**src/rtl/core/vrr_pkg.sv**
```systemverilog
// ----------------------------------------------------------------------------
// vrr_pkg
// Shared types for the vcpu round-robin scheduler: life-cycle states,
// request kinds, sequencer states and the ready-queue control bundles.
// ----------------------------------------------------------------------------
package vrr_pkg;

  typedef enum logic [2:0] {
    LIFE_OFFLINE   = 3'd0,
    LIFE_READY     = 3'd1,
    LIFE_RUNNING   = 3'd2,
    LIFE_SUSPENDED = 3'd3,
    LIFE_HALTED    = 3'd4
  } life_t;

  typedef enum logic [2:0] {
    KIND_START   = 3'd0,
    KIND_SUSPEND = 3'd1,
    KIND_RESUME  = 3'd2,
    KIND_HALT    = 3'd3,
    KIND_SWITCH  = 3'd4
  } kind_t;

  typedef enum logic [1:0] {
    SEQ_IDLE,
    SEQ_EXEC,
    SEQ_SW_CHECK,
    SEQ_SW_POP
  } seq_state_t;

  // ready-queue commands from the sequencer
  typedef struct packed {
    logic push;    // write push data at tail, advance tail (dropped when full)
    logic pop_rd;  // read the entry at head
    logic pop;     // advance head
  } fifo_ctl_t;

  // ready-queue status back to the sequencer
  typedef struct packed {
    logic empty;
    logic full;
  } fifo_sts_t;

endpackage

```
**src/rtl/core/vcpu_round_robin_scheduler_core.sv**
```systemverilog
// ----------------------------------------------------------------------------
// vcpu_round_robin_scheduler_core
// Sequencing: start/suspend/resume/halt read the life state, then load the
//   output register from SEQ_EXEC; a switch loads it from SEQ_SW_CHECK when
//   it goes idle, else from SEQ_SW_POP. A new request is taken only in
//   SEQ_IDLE, after the read-then-write pass over the state and queue memories.
// Reset: clears the life-state valid bits (all vcpus offline), the queue
//   pointers and the current slot at once; no clearing pass is needed.
// ----------------------------------------------------------------------------
module vcpu_round_robin_scheduler_core #(
  parameter int NUM_VCPUS = 16
) (
  input  logic       clk,
  input  logic       rst_n,
  // request channel
  input  logic       in_valid,
  output logic       in_ready,
  input  logic [2:0] in_kind,
  input  logic [3:0] in_vcpu_index,
  // result channel
  output logic       out_valid,
  input  logic       out_ready,
  output logic       out_applied,
  output logic [2:0] out_target_state,
  output logic       out_running_valid,
  output logic [3:0] out_running_index
);

  localparam int IDX_W = (NUM_VCPUS > 1) ? $clog2(NUM_VCPUS) : 1;

  // --------------------------------------------------------------------------
  // Sequencer and request registers
  // --------------------------------------------------------------------------
  vrr_pkg::seq_state_t seq_r, seq_nxt;
  vrr_pkg::kind_t      kind_r;
  logic [IDX_W-1:0]    idx_r;
  logic                idx_ok_r;     // named vcpu exists
  logic                fwd_r;        // switch pops the entry it just pushed

  // current (running) slot
  logic                cur_present_r, cur_present_nxt;
  logic [IDX_W-1:0]    cur_idx_r, cur_idx_nxt;

  // output register
  logic                out_valid_r;
  logic                out_applied_r;
  vrr_pkg::life_t      out_tstate_r;
  logic                out_run_vld_r;
  logic [IDX_W-1:0]    out_run_idx_r;

  logic                res_load;     // load the output register this cycle
  logic                res_applied;
  vrr_pkg::life_t      res_tstate;

  logic                out_free;     // output register can take a result
  logic                accept;

  // memory ports
  logic                st_rd_en;
  logic [IDX_W-1:0]    st_rd_addr;
  vrr_pkg::life_t      st_rd_data;
  logic                st_wr_en;
  logic [IDX_W-1:0]    st_wr_addr;
  vrr_pkg::life_t      st_wr_data;

  vrr_pkg::fifo_ctl_t  fq_ctl;
  logic [IDX_W-1:0]    fq_push_data;
  logic [IDX_W-1:0]    fq_rd_data;
  vrr_pkg::fifo_sts_t  fq_sts;

  logic                requeue;      // switch finds current vcpu still running
  logic [IDX_W-1:0]    next_idx;     // vcpu picked by a popping switch

  assign out_free = !out_valid_r || out_ready;
  assign in_ready = (seq_r == vrr_pkg::SEQ_IDLE);
  assign accept   = in_valid && in_ready;

  assign requeue  = cur_present_r && (st_rd_data == vrr_pkg::LIFE_RUNNING);
  assign next_idx = fwd_r ? cur_idx_r : fq_rd_data;

  // --------------------------------------------------------------------------
  // Next-state logic
  // --------------------------------------------------------------------------
  always_comb begin
    seq_nxt = seq_r;
    unique case (seq_r)
      vrr_pkg::SEQ_IDLE: begin
        if (accept) begin
          seq_nxt = (vrr_pkg::kind_t'(in_kind) == vrr_pkg::KIND_SWITCH) ?
                    vrr_pkg::SEQ_SW_CHECK : vrr_pkg::SEQ_EXEC;
        end
      end
      vrr_pkg::SEQ_EXEC: begin
        if (out_free) begin
          seq_nxt = vrr_pkg::SEQ_IDLE;
        end
      end
      vrr_pkg::SEQ_SW_CHECK: begin
        // queue stays empty: go idle with a result, else pop in SEQ_SW_POP
        if (fq_sts.empty && !requeue) begin
          if (out_free) begin
            seq_nxt = vrr_pkg::SEQ_IDLE;
          end
        end else begin
          seq_nxt = vrr_pkg::SEQ_SW_POP;
        end
      end
      vrr_pkg::SEQ_SW_POP: begin
        if (out_free) begin
          seq_nxt = vrr_pkg::SEQ_IDLE;
        end
      end
      default: seq_nxt = vrr_pkg::SEQ_IDLE;
    endcase
  end

  // --------------------------------------------------------------------------
  // Output and datapath logic: memory commands, current slot, result
  // --------------------------------------------------------------------------
  always_comb begin
    st_rd_en        = 1'b0;
    st_rd_addr      = cur_idx_r;
    st_wr_en        = 1'b0;
    st_wr_addr      = idx_r;
    st_wr_data      = vrr_pkg::LIFE_OFFLINE;
    fq_ctl          = '0;
    fq_push_data    = idx_r;
    cur_present_nxt = cur_present_r;
    cur_idx_nxt     = cur_idx_r;
    res_load        = 1'b0;
    res_applied     = 1'b0;
    res_tstate      = vrr_pkg::LIFE_OFFLINE;

    unique case (seq_r)
      vrr_pkg::SEQ_IDLE: begin
        // read the named vcpu, or the current one for a switch
        st_rd_en = accept;
        if (vrr_pkg::kind_t'(in_kind) != vrr_pkg::KIND_SWITCH) begin
          st_rd_addr = IDX_W'(in_vcpu_index);
        end
      end

      vrr_pkg::SEQ_EXEC: begin
        if (out_free) begin
          res_load = 1'b1;
          if (idx_ok_r) begin
            res_tstate = st_rd_data;
            unique case (kind_r)
              vrr_pkg::KIND_START: begin
                if (st_rd_data == vrr_pkg::LIFE_OFFLINE) begin
                  res_tstate  = vrr_pkg::LIFE_READY;
                  fq_ctl.push = 1'b1;
                end
              end
              vrr_pkg::KIND_SUSPEND: begin
                if (st_rd_data == vrr_pkg::LIFE_RUNNING) begin
                  res_tstate = vrr_pkg::LIFE_SUSPENDED;
                end
              end
              vrr_pkg::KIND_RESUME: begin
                if (st_rd_data == vrr_pkg::LIFE_SUSPENDED) begin
                  res_tstate  = vrr_pkg::LIFE_READY;
                  fq_ctl.push = 1'b1;
                end
              end
              vrr_pkg::KIND_HALT: begin
                if (st_rd_data == vrr_pkg::LIFE_RUNNING) begin
                  res_tstate = vrr_pkg::LIFE_HALTED;
                end
              end
              default: ;  // unknown kind: report state, change nothing
            endcase
            res_applied = (res_tstate != st_rd_data);
            st_wr_en    = res_applied;
            st_wr_data  = res_tstate;
          end
        end
      end

      vrr_pkg::SEQ_SW_CHECK: begin
        if (fq_sts.empty && !requeue) begin
          // nothing to run: drop the current slot
          if (out_free) begin
            res_load        = 1'b1;
            res_applied     = cur_present_r;
            cur_present_nxt = 1'b0;
            cur_idx_nxt     = '0;
          end
        end else begin
          // requeue a still-running current vcpu, read the queue head
          st_wr_en     = requeue;
          st_wr_addr   = cur_idx_r;
          st_wr_data   = vrr_pkg::LIFE_READY;
          fq_ctl.push  = requeue;
          fq_push_data = cur_idx_r;
          fq_ctl.pop_rd = !fq_sts.empty;
        end
      end

      vrr_pkg::SEQ_SW_POP: begin
        if (out_free) begin
          fq_ctl.pop      = 1'b1;
          st_wr_en        = 1'b1;
          st_wr_addr      = next_idx;
          st_wr_data      = vrr_pkg::LIFE_RUNNING;
          cur_present_nxt = 1'b1;
          cur_idx_nxt     = next_idx;
          res_load        = 1'b1;
          res_applied     = 1'b1;
          res_tstate      = vrr_pkg::LIFE_RUNNING;
        end
      end

      default: ;
    endcase
  end

  // --------------------------------------------------------------------------
  // Registers
  // --------------------------------------------------------------------------
  always_ff @(posedge clk) begin
    if (!rst_n) begin
      seq_r         <= vrr_pkg::SEQ_IDLE;
      cur_present_r <= 1'b0;
      cur_idx_r     <= '0;
      out_valid_r   <= 1'b0;
    end else begin
      seq_r         <= seq_nxt;
      cur_present_r <= cur_present_nxt;
      cur_idx_r     <= cur_idx_nxt;
      if (res_load) begin
        out_valid_r <= 1'b1;
      end else if (out_ready) begin
        out_valid_r <= 1'b0;
      end
    end
  end

  // request capture and result payload
  always_ff @(posedge clk) begin
    if (accept) begin
      kind_r   <= vrr_pkg::kind_t'(in_kind);
      idx_r    <= IDX_W'(in_vcpu_index);
      idx_ok_r <= (32'(in_vcpu_index) < 32'(NUM_VCPUS));
    end
    if (seq_r == vrr_pkg::SEQ_SW_CHECK) begin
      // queue was empty, so the head is the vcpu pushed this cycle
      fwd_r <= fq_sts.empty;
    end
    if (res_load) begin
      out_applied_r <= res_applied;
      out_tstate_r  <= res_tstate;
      out_run_vld_r <= cur_present_nxt;
      out_run_idx_r <= cur_present_nxt ? cur_idx_nxt : '0;
    end
  end

  // --------------------------------------------------------------------------
  // Storage
  // --------------------------------------------------------------------------
  vrr_state_mem #(
    .NUM_VCPUS (NUM_VCPUS)
  ) u_state_mem (
    .clk     (clk),
    .rst_n   (rst_n),
    .rd_en   (st_rd_en),
    .rd_addr (st_rd_addr),
    .rd_data (st_rd_data),
    .wr_en   (st_wr_en),
    .wr_addr (st_wr_addr),
    .wr_data (st_wr_data)
  );

  vrr_ready_fifo #(
    .NUM_VCPUS (NUM_VCPUS)
  ) u_ready_fifo (
    .clk       (clk),
    .rst_n     (rst_n),
    .ctl       (fq_ctl),
    .push_data (fq_push_data),
    .rd_data   (fq_rd_data),
    .sts       (fq_sts)
  );

  assign out_valid         = out_valid_r;
  assign out_applied       = out_applied_r;
  assign out_target_state  = out_tstate_r;
  assign out_running_valid = out_run_vld_r;
  assign out_running_index = 4'(out_run_idx_r);

endmodule

```
**src/rtl/core/vrr_state_mem.sv**
```systemverilog
// ----------------------------------------------------------------------------
// vrr_state_mem
// Life-cycle state store: one synchronous memory entry per vcpu with a
// registered read port. Per-entry valid bits make unwritten entries read
// as offline right after reset.
// ----------------------------------------------------------------------------
module vrr_state_mem #(
  parameter int NUM_VCPUS = 16,
  localparam int IDX_W = (NUM_VCPUS > 1) ? $clog2(NUM_VCPUS) : 1
) (
  input  logic               clk,
  input  logic               rst_n,
  input  logic               rd_en,
  input  logic [IDX_W-1:0]   rd_addr,
  output vrr_pkg::life_t     rd_data,
  input  logic               wr_en,
  input  logic [IDX_W-1:0]   wr_addr,
  input  vrr_pkg::life_t     wr_data
);

  vrr_pkg::life_t          mem [NUM_VCPUS];
  logic [NUM_VCPUS-1:0]    vld_r;
  vrr_pkg::life_t          rd_q_r;
  logic                    rd_vld_r;

  always_ff @(posedge clk) begin
    if (wr_en) begin
      mem[wr_addr] <= wr_data;
    end
    if (rd_en) begin
      rd_q_r <= mem[rd_addr];
    end
  end

  always_ff @(posedge clk) begin
    if (!rst_n) begin
      vld_r    <= '0;
      rd_vld_r <= 1'b0;
    end else begin
      if (wr_en) begin
        vld_r[wr_addr] <= 1'b1;
      end
      if (rd_en) begin
        rd_vld_r <= vld_r[rd_addr];
      end
    end
  end

  // unwritten entry reads as offline
  assign rd_data = rd_vld_r ? rd_q_r : vrr_pkg::LIFE_OFFLINE;

endmodule

```
**src/rtl/core/vrr_ready_fifo.sv**
```systemverilog
// ----------------------------------------------------------------------------
// vrr_ready_fifo
// Ready queue of vcpu indices: a synchronous memory with head, tail and
// count registers. Head read data is registered; push when full is dropped.
// ----------------------------------------------------------------------------
module vrr_ready_fifo #(
  parameter int NUM_VCPUS = 16,
  localparam int IDX_W = (NUM_VCPUS > 1) ? $clog2(NUM_VCPUS) : 1
) (
  input  logic               clk,
  input  logic               rst_n,
  input  vrr_pkg::fifo_ctl_t ctl,
  input  logic [IDX_W-1:0]   push_data,
  output logic [IDX_W-1:0]   rd_data,
  output vrr_pkg::fifo_sts_t sts
);

  localparam int CNT_W = $clog2(NUM_VCPUS + 1);

  logic [IDX_W-1:0] mem [NUM_VCPUS];
  logic [IDX_W-1:0] head_r, head_nxt;
  logic [IDX_W-1:0] tail_r, tail_nxt;
  logic [CNT_W-1:0] count_r, count_nxt;
  logic [IDX_W-1:0] rd_q_r;
  logic             do_push;

  assign sts.empty = (count_r == '0);
  assign sts.full  = (count_r == CNT_W'(NUM_VCPUS));
  assign do_push   = ctl.push && !sts.full;

  always_comb begin
    head_nxt  = head_r;
    tail_nxt  = tail_r;
    count_nxt = count_r;
    if (do_push) begin
      tail_nxt = (tail_r == IDX_W'(NUM_VCPUS - 1)) ? '0 : tail_r + 1'b1;
    end
    if (ctl.pop) begin
      head_nxt = (head_r == IDX_W'(NUM_VCPUS - 1)) ? '0 : head_r + 1'b1;
    end
    if (do_push && !ctl.pop) begin
      count_nxt = count_r + 1'b1;
    end else if (!do_push && ctl.pop) begin
      count_nxt = count_r - 1'b1;
    end
  end

  always_ff @(posedge clk) begin
    if (do_push) begin
      mem[tail_r] <= push_data;
    end
    if (ctl.pop_rd) begin
      rd_q_r <= mem[head_r];
    end
  end

  always_ff @(posedge clk) begin
    if (!rst_n) begin
      head_r  <= '0;
      tail_r  <= '0;
      count_r <= '0;
    end else begin
      head_r  <= head_nxt;
      tail_r  <= tail_nxt;
      count_r <= count_nxt;
    end
  end

  assign rd_data = rd_q_r;

endmodule

```
**config.mk**
```make
export PLATFORM = sky130hd
export DESIGN_NAME = vcpu_round_robin_scheduler_core
export DESIGN_NICKNAME = d
export VERILOG_FILES = /design/src/rtl/core/vrr_pkg.sv /design/src/rtl/core/vcpu_round_robin_scheduler_core.sv /design/src/rtl/core/vrr_state_mem.sv /design/src/rtl/core/vrr_ready_fifo.sv
export SDC_FILE = /design/constraint.sdc
export NUM_CORES = 1
export LEC_CHECK = 0
export BUFFER_PORTS_ARGS = -buffer_cell sky130_fd_sc_hd__buf_2
export CAP_MARGIN = 40
export CELL_PAD_IN_SITES_DETAIL_PLACEMENT = 2
export CELL_PAD_IN_SITES_GLOBAL_PLACEMENT = 2
export CORE_UTILIZATION = 35
export DETAILED_ROUTE_END_ITERATION = 8
export PLACE_DENSITY_LB_ADDON = 0.1
export SLEW_MARGIN = 15
export SYNTH_ARGS = -nofsm -noshare
export SYNTH_HDL_FRONTEND = slang
export SYNTH_SLANG_ARGS = --single-unit
```
**constraint.sdc**
```tcl
create_clock -name clk -period 3 [get_ports clk]
set_input_delay 0.3 -clock clk [delete_from_list [all_inputs] [get_ports clk]]
set_output_delay 0.3 -clock clk [all_outputs]
set_load 0.02 [all_outputs]
```
* Yosys cells after proc, flatten, opt, wreduce, memory -nomap -nowiden
Memories as Yosys holds them, arrays and structs flattened. A register that Yosys moved wholly into a read port is not among the register bits. Cells that the tools add are included.
Cells by class: add/sub/neg operators 4, magnitude comparators 3, equal/unequal tests 15, muxes and demuxes 65, bitwise logic cells 1, reductions and logical operators 21
Operator list (number):
- 4-bit two-way mux | 11
- 1-bit two-way mux | 24
- 3-bit two-way mux | 8
- 16-bit OR | 1
- 4-bit case mux with 2 select lines | 2
- 3-bit by 2-bit == test with 1-bit output (second input constant) | 4
- 2-bit two-way mux | 6
- 3-bit case mux with 4 select lines | 1
- 4-bit by 5-bit less-than comparator with 1-bit output (second input constant) | 2
- 5-bit two-way mux | 2
- 3-bit case mux with 3 select lines | 1
- 4-bit by 1-bit adder with 4-bit output (second input constant) | 2
- 4-bit == test (second input constant) | 2
- 1-bit case mux with 2 select lines | 4
- 1-bit logical AND | 7
- 1-bit logical NOT | 6
- 3-bit logical NOT | 2
- 1-bit case mux with 3 select lines | 2
- 2-bit case mux with 3 select lines | 1
- 3-bit case mux with 2 select lines | 1
- 5-bit by 1-bit adder with 5-bit output (second input constant) | 1
- 5-bit == test (second input constant) | 1
- 5-bit logical NOT | 1
- 5-bit by 1-bit subtractor with 5-bit output (second input constant) | 1
- 14 further kinds | 16
Storage, ports and cells: register bits after elaboration 55, RAM bits 112, output and inout bits 11, word-level logic and storage cells 127, memories 2
Memory list:
- u_ready_fifo.mem | words 16, width 4, read ports 1, clocked after Yosys merged registers in 1, wr ports 1, line vrr_ready_fifo.sv:20 | logic [IDX_W-1:0] mem [NUM_VCPUS];
- u_state_mem.mem | words 16, width 3, read ports 1, clocked after Yosys merged registers in 1, wr ports 1, line vrr_state_mem.sv:21 | vrr_pkg::life_t mem [NUM_VCPUS];

* Longest topological paths before layout
depth in word-level cells 12, depth in mapped cells 14

* Cells and area by module
Synthesis repeated with hierarchy kept, for this count alone.
Unflattened totals: cell total of the unflattened synthesis 511, area total of the unflattened synthesis 7633.6 µm²
Modules (own cells, without submodules):
- vrr_ready_fifo | times used 1, cells each 216, area an instance 3413.3 µm², seq. area each 2302.2 µm²
- vrr_state_mem | times used 1, cells each 148, area an instance 2690.1 µm², seq. area each 1871.8 µm²
- vcpu_round_robin_scheduler_core | times used 1, cells each 147, area an instance 1530.2 µm², seq. area each 670.6 µm²

* Worst setup path after synthesis
Ideal clock, no wire load.
kind reg2reg, start reg u_state_mem.rd_q_r[1], read port of u_state_mem.mem, end reg u_ready_fifo.count_r[4], setup time 0.115 ns, arrival 3.034 ns, path slack -0.148 ns, stages on the path, launching flop included 14, buffers on the path 0, period minus slack after synthesis 3.148 ns, cells stage by stage edfxtp_1 -> or3_1 -> a21oi_1 -> o2111ai_1 -> a21oi_2 -> ha_1 -> inv_1 -> ha_1 -> nor2b_1 -> o21a_1 -> or3_1 -> a21oi_1 -> xnor2_1 -> and2_1
On the way: cells in the longest elaborated chain, start to end 11
Ends and longest elaborated chain:
- from (decl) | line vrr_state_mem.sv:23 | vrr_pkg::life_t rd_q_r;
- 3-bit two-way mux * | line vrr_state_mem.sv:50 | assign rd_data = rd_vld_r ? rd_q_r : vrr_pkg::LIFE_OFFLINE;
- branches (longest 5 deep; another with 3-bit by 2-bit == test with 1-bit output)
- 1-bit case mux with 2 select lines * | line vcpu_round_robin_scheduler_core.sv:134 | unique case (seq_r)
- 1-bit logical AND * | line vrr_ready_fifo.sv:29 | assign do_push = ctl.push && !sts.full;
- via u_ready_fifo.do_push | line vrr_ready_fifo.sv:25 | logic do_push;
- 1-bit logical NOT | line vrr_ready_fifo.sv:43 | end else if (!do_push && ctl.pop) begin
- 1-bit logical AND | line vrr_ready_fifo.sv:43
- 2-bit nonzero test (no source line)
- to (signal assigned) | line vrr_ready_fifo.sv:65 | count_r <= count_nxt;
- to (decl) | line vrr_ready_fifo.sv:23 | logic [CNT_W-1:0] count_r, count_nxt;
Mark *: on every way through the listed nets, which the timed path passes. A chain may end at the register's enable or synchronous reset.

* Worst setup path after layout
start reg kind_r[1], end reg u_ready_fifo.count_r[4]
On the way: cells in the longest elaborated chain, start to end 8
Ends and longest elaborated chain:
- from (decl) | line vcpu_round_robin_scheduler_core.sv:35 | vrr_pkg::kind_t kind_r;
- from (signal assigned) | line vcpu_round_robin_scheduler_core.sv:242 | kind_r <= vrr_pkg::kind_t'(in_kind);
- 3-bit by 2-bit == test with 1-bit output / 3-bit logical NOT (equally long branches) | line vcpu_round_robin_scheduler_core.sv:148 | unique case (kind_r)
- 1-bit case mux with 2 select lines * | line vcpu_round_robin_scheduler_core.sv:148
- 1-bit two-way mux * | line vcpu_round_robin_scheduler_core.sv:144 | if (out_free) begin
- 1-bit case mux with 2 select lines * | line vcpu_round_robin_scheduler_core.sv:134
- 1-bit logical AND * | line vrr_ready_fifo.sv:29
- via u_ready_fifo.do_push | line vrr_ready_fifo.sv:25
- 1-bit logical NOT | line vrr_ready_fifo.sv:43
- 1-bit logical AND | line vrr_ready_fifo.sv:43
- 2-bit nonzero test (no source line)
The timed path passes the listed nets; every way through them passes the cells marked *.

==> summary.txt <==
Num Clock Sinks: 174
die height: 153 um
Primary FF master, synth: edfxtp_1
Clock Skew: 20.5 ps
crit-path max FO: 4
Achievable Freq: 0.341 GHz
commonest non-fill, non-tap cell in the layout: edfxtp_1
num ports: 22
Unique masters post-synth: 64
WL per Instance: 23.2 um
Hold Path Stages: 1
met3 wire len: 455 um
FF+latch area: 4840 sq um
min cycle time layout: 2930 ps
chip width: 153 um
r2r startpoint: kind_r[1]
Critical Path Sink: u_ready_fifo.count_r[4]
Placer Congestion: 0.793
DRT met1 WL: 10400 um
slowest CP cell: or3_4
main combinational cell family by area after synthesis: simple AND/OR/NAND/NOR gates
hold_buf cts: 0
Crit Path Class: register to register
compound-cell area share of the yosys netlist: 0.105
WL final: 22300 um
most frequent cells in the layout: 136 x edfxtp_1, 64 x nand2_1, 46 x nor2_1
floorplan core area: 22100 sq um
largest net degree at the start of global routing: 30
Initial Util: 0.361
crit path DAT: 3270 ps
Hold WC Path Type: input pin to register
cells after synthesis: 608
CP delay by family, top: simple AND/OR/NAND/NOR gates
fillers: 2203
Ys Warns: 0
CP Depth: 13
DIE AREA: 23400 sq um
Synth-to-Final Area Change: 17.4%
adder-cell share of the synthesized area: 0.0245
first-pass GRT wire length: 34600 um
Final Hold Viols: 0
crit path cell chain: or3_4, a21oi_4, o2111ai_2, a21oi_2, ha_2, inv_4, ha_4, nor2b_1, o21a_1, or3_1, a21oi_2, xnor2_1, and2_1
synthesized area per cell: 13.1 sq um
simple-gate share of the synthesized area: 0.119
H-tree depth: 4
area of the multi-input gates: 3010 sq um
Pre-antenna DRT Iters: 4
Worst-Skew Late Latency: 450 ps
most used cell, CP: a21oi_2
critical path required time: 3330 ps
final period utilization: 0.978
CTS tree: built
final design utilization: 0.424
final hold slack: 68.8 ps
Layout Nets: 691
crit path launch: kind_r[1]
FF-to-FF End: u_ready_fifo.count_r[4]
GRT Overall Usage: 0.200
1st-iter DRT viols: 215
vias in the first global route: 5717
Reg clk slew, reported paths: 80 ps
post-synthesis sequential area ratio: 0.607
final setup fails: 0
layout cell share with drive strength beyond 1: 0.224
Final Max Slew Viols: 0
CTS max path bufs: 2
mux contribution to synthesized area: 0.117
grt total ovfl: 0
r2r setup slk: 70 ps
CP endpoint kind: register
RSZ-0062 raised after global routing: true
status: completed
Power Total: 5.36 mW
Final Non-Filler Cells: 958
DR WL met2: 11200 um
post-synthesis net count: 634
TritonCTS Buffers: 17
number of synthesized flops with an enable pin: 136
Peak VDD IR: 497 uV
Yosys reg bits: 174
Antenna Nets Post-Route: 0
Synth async-reset ratio: 0
Setup TNS: 0 ps
buffers and inverters on the worst path: 1
Vias: 5215
Critical Path Max Stage Delay: 410 ps
Leak: 3.18 nW
DRC Markers: 0
number of antenna violations at the first check in global routing: 0
Pwr Density: 572 nW/um^2
placed insts: 925
Worst Tran Pin Value: 715 ps
Detail Placement HPWL: 16000 um
vias per cell: 5.44
diode count: 0
Max transition margin: 0.520
Synth Cell Area: 7980 sq um
startpoint types: register
max_cap viols: 0
number of placement rows: 54
Synth Area in XOR/XNOR: 0.00658
Top Metal Used: met4
R2R cell count: 13
count of input and output buffers: 21
clk root buf: clkbuf_16
-- power breakdown --
part | internal [mW] | switching (mW) | total (mW)
sequential | 2.61 | 0.0227 | 2.63
combinational | 0.139 | 0.229 | 0.368
clock | 1.17 | 1.19 | 2.36
total | 3.92 | 1.44 | 5.36
-- worst min-delay path by stage --
stage | end | start | slack [ps]
after global routing | idx_r[3] | in_vcpu_index[3] | 60
final | idx_r[3] | in_vcpu_index[3] | 70
after floorplan | idx_r[0] | in_vcpu_index[0] | 400
after CTS | idx_r[3] | in_vcpu_index[3] | 50
after detailed placement | u_state_mem.vld_r[11] | u_state_mem.vld_r[11] | 450
after global placement | u_state_mem.vld_r[11] | u_state_mem.vld_r[11] | 440
-- state kept, by name, summed over array words and instances (netlist names), 2 cells and up --
signal,count
idx_r,4
out_running_index,4
u_state_mem.vld_r,16
u_ready_fifo.head_r,4
u_state_mem.rd_q_r,3
u_ready_fifo.tail_r,4
u_ready_fifo.mem,64
cur_idx_r,4
u_ready_fifo.rd_data,4
out_target_state,3
kind_r,3
u_ready_fifo.count_r,5
seq_r,2
u_state_mem.mem,48
-- layer usage --
metal  up-vias  global-route usage
met5         -                   0
met4         0              0.0553
met3        17              0.0332
met2        56               0.345
met1      2732               0.261
li1       2410                   -
-- timing repair --
item / in CTS / in global routing
gates resized for setup: 0 / 5
endpoints found under the setup margin: 0 / 1
buffers inserted: 0 / 1
-- kinds of logic (layout without fill, tap and decap cells) --
logic type	Yosys count	in the layout
xor+xnor	6	6
simple gates	193	193
buf+inv	41	111
flops	174	174
mux	67	67
fa+ha+maj	15	15
compound gates	112	112
-- stage by stage --
| step | setup WS (ps) | cell area (sq um) |
|---|---|---|
| after floorplan | -3.38 | 8000 |
| after global placement | 149 | 8690 |
| after detailed placement | 82.8 | 8700 |
| after CTS | 61.7 | 9340 |
| after global routing | -64.8 | 9370 |
| final | 67.1 | 9370 |
-- synth_stat cells (12+ instances only) --
cell	count	area, sq um
edfxtp_1	136	4080
nand2_1	64	240
nor2_1	46	173
mux2i_1	39	390
dfxtp_1	38	761
o21ai_0	21	105
clkbuf_1	20	75.1
mux4_2	20	450
nor2b_1	16	100
and2_1	15	93.8
nand3_1	15	75.1
o21ai_1	15	75.1
ha_1	14	175
a21oi_1	13	65.1
inv_1	12	45.0
-- worst register-to-register path, stage by stage, from the launching register on --
cell       delay (ps)
edfxtp_1          400
or3_4             410
a21oi_4           130
o2111ai_2         120
a21oi_2           200
ha_2              260
inv_4              70
ha_4              210
nor2b_1           130
o21a_1            180
or3_1             360
a21oi_2           140
xnor2_1            70
and2_1            150
-- area by class of cell --
type | count | area share
Tap cell | 280 | 0.0374
Clock inverter | 15 | 0.0232
Inverter | 13 | 0.00547
Sequential cell | 174 | 0.517
Timing Repair Buffer | 66 | 0.0499
Multi-Input combinational cell | 393 | 0.322
Clock buffer | 17 | 0.0454
(Power assumes the default switching activity.)
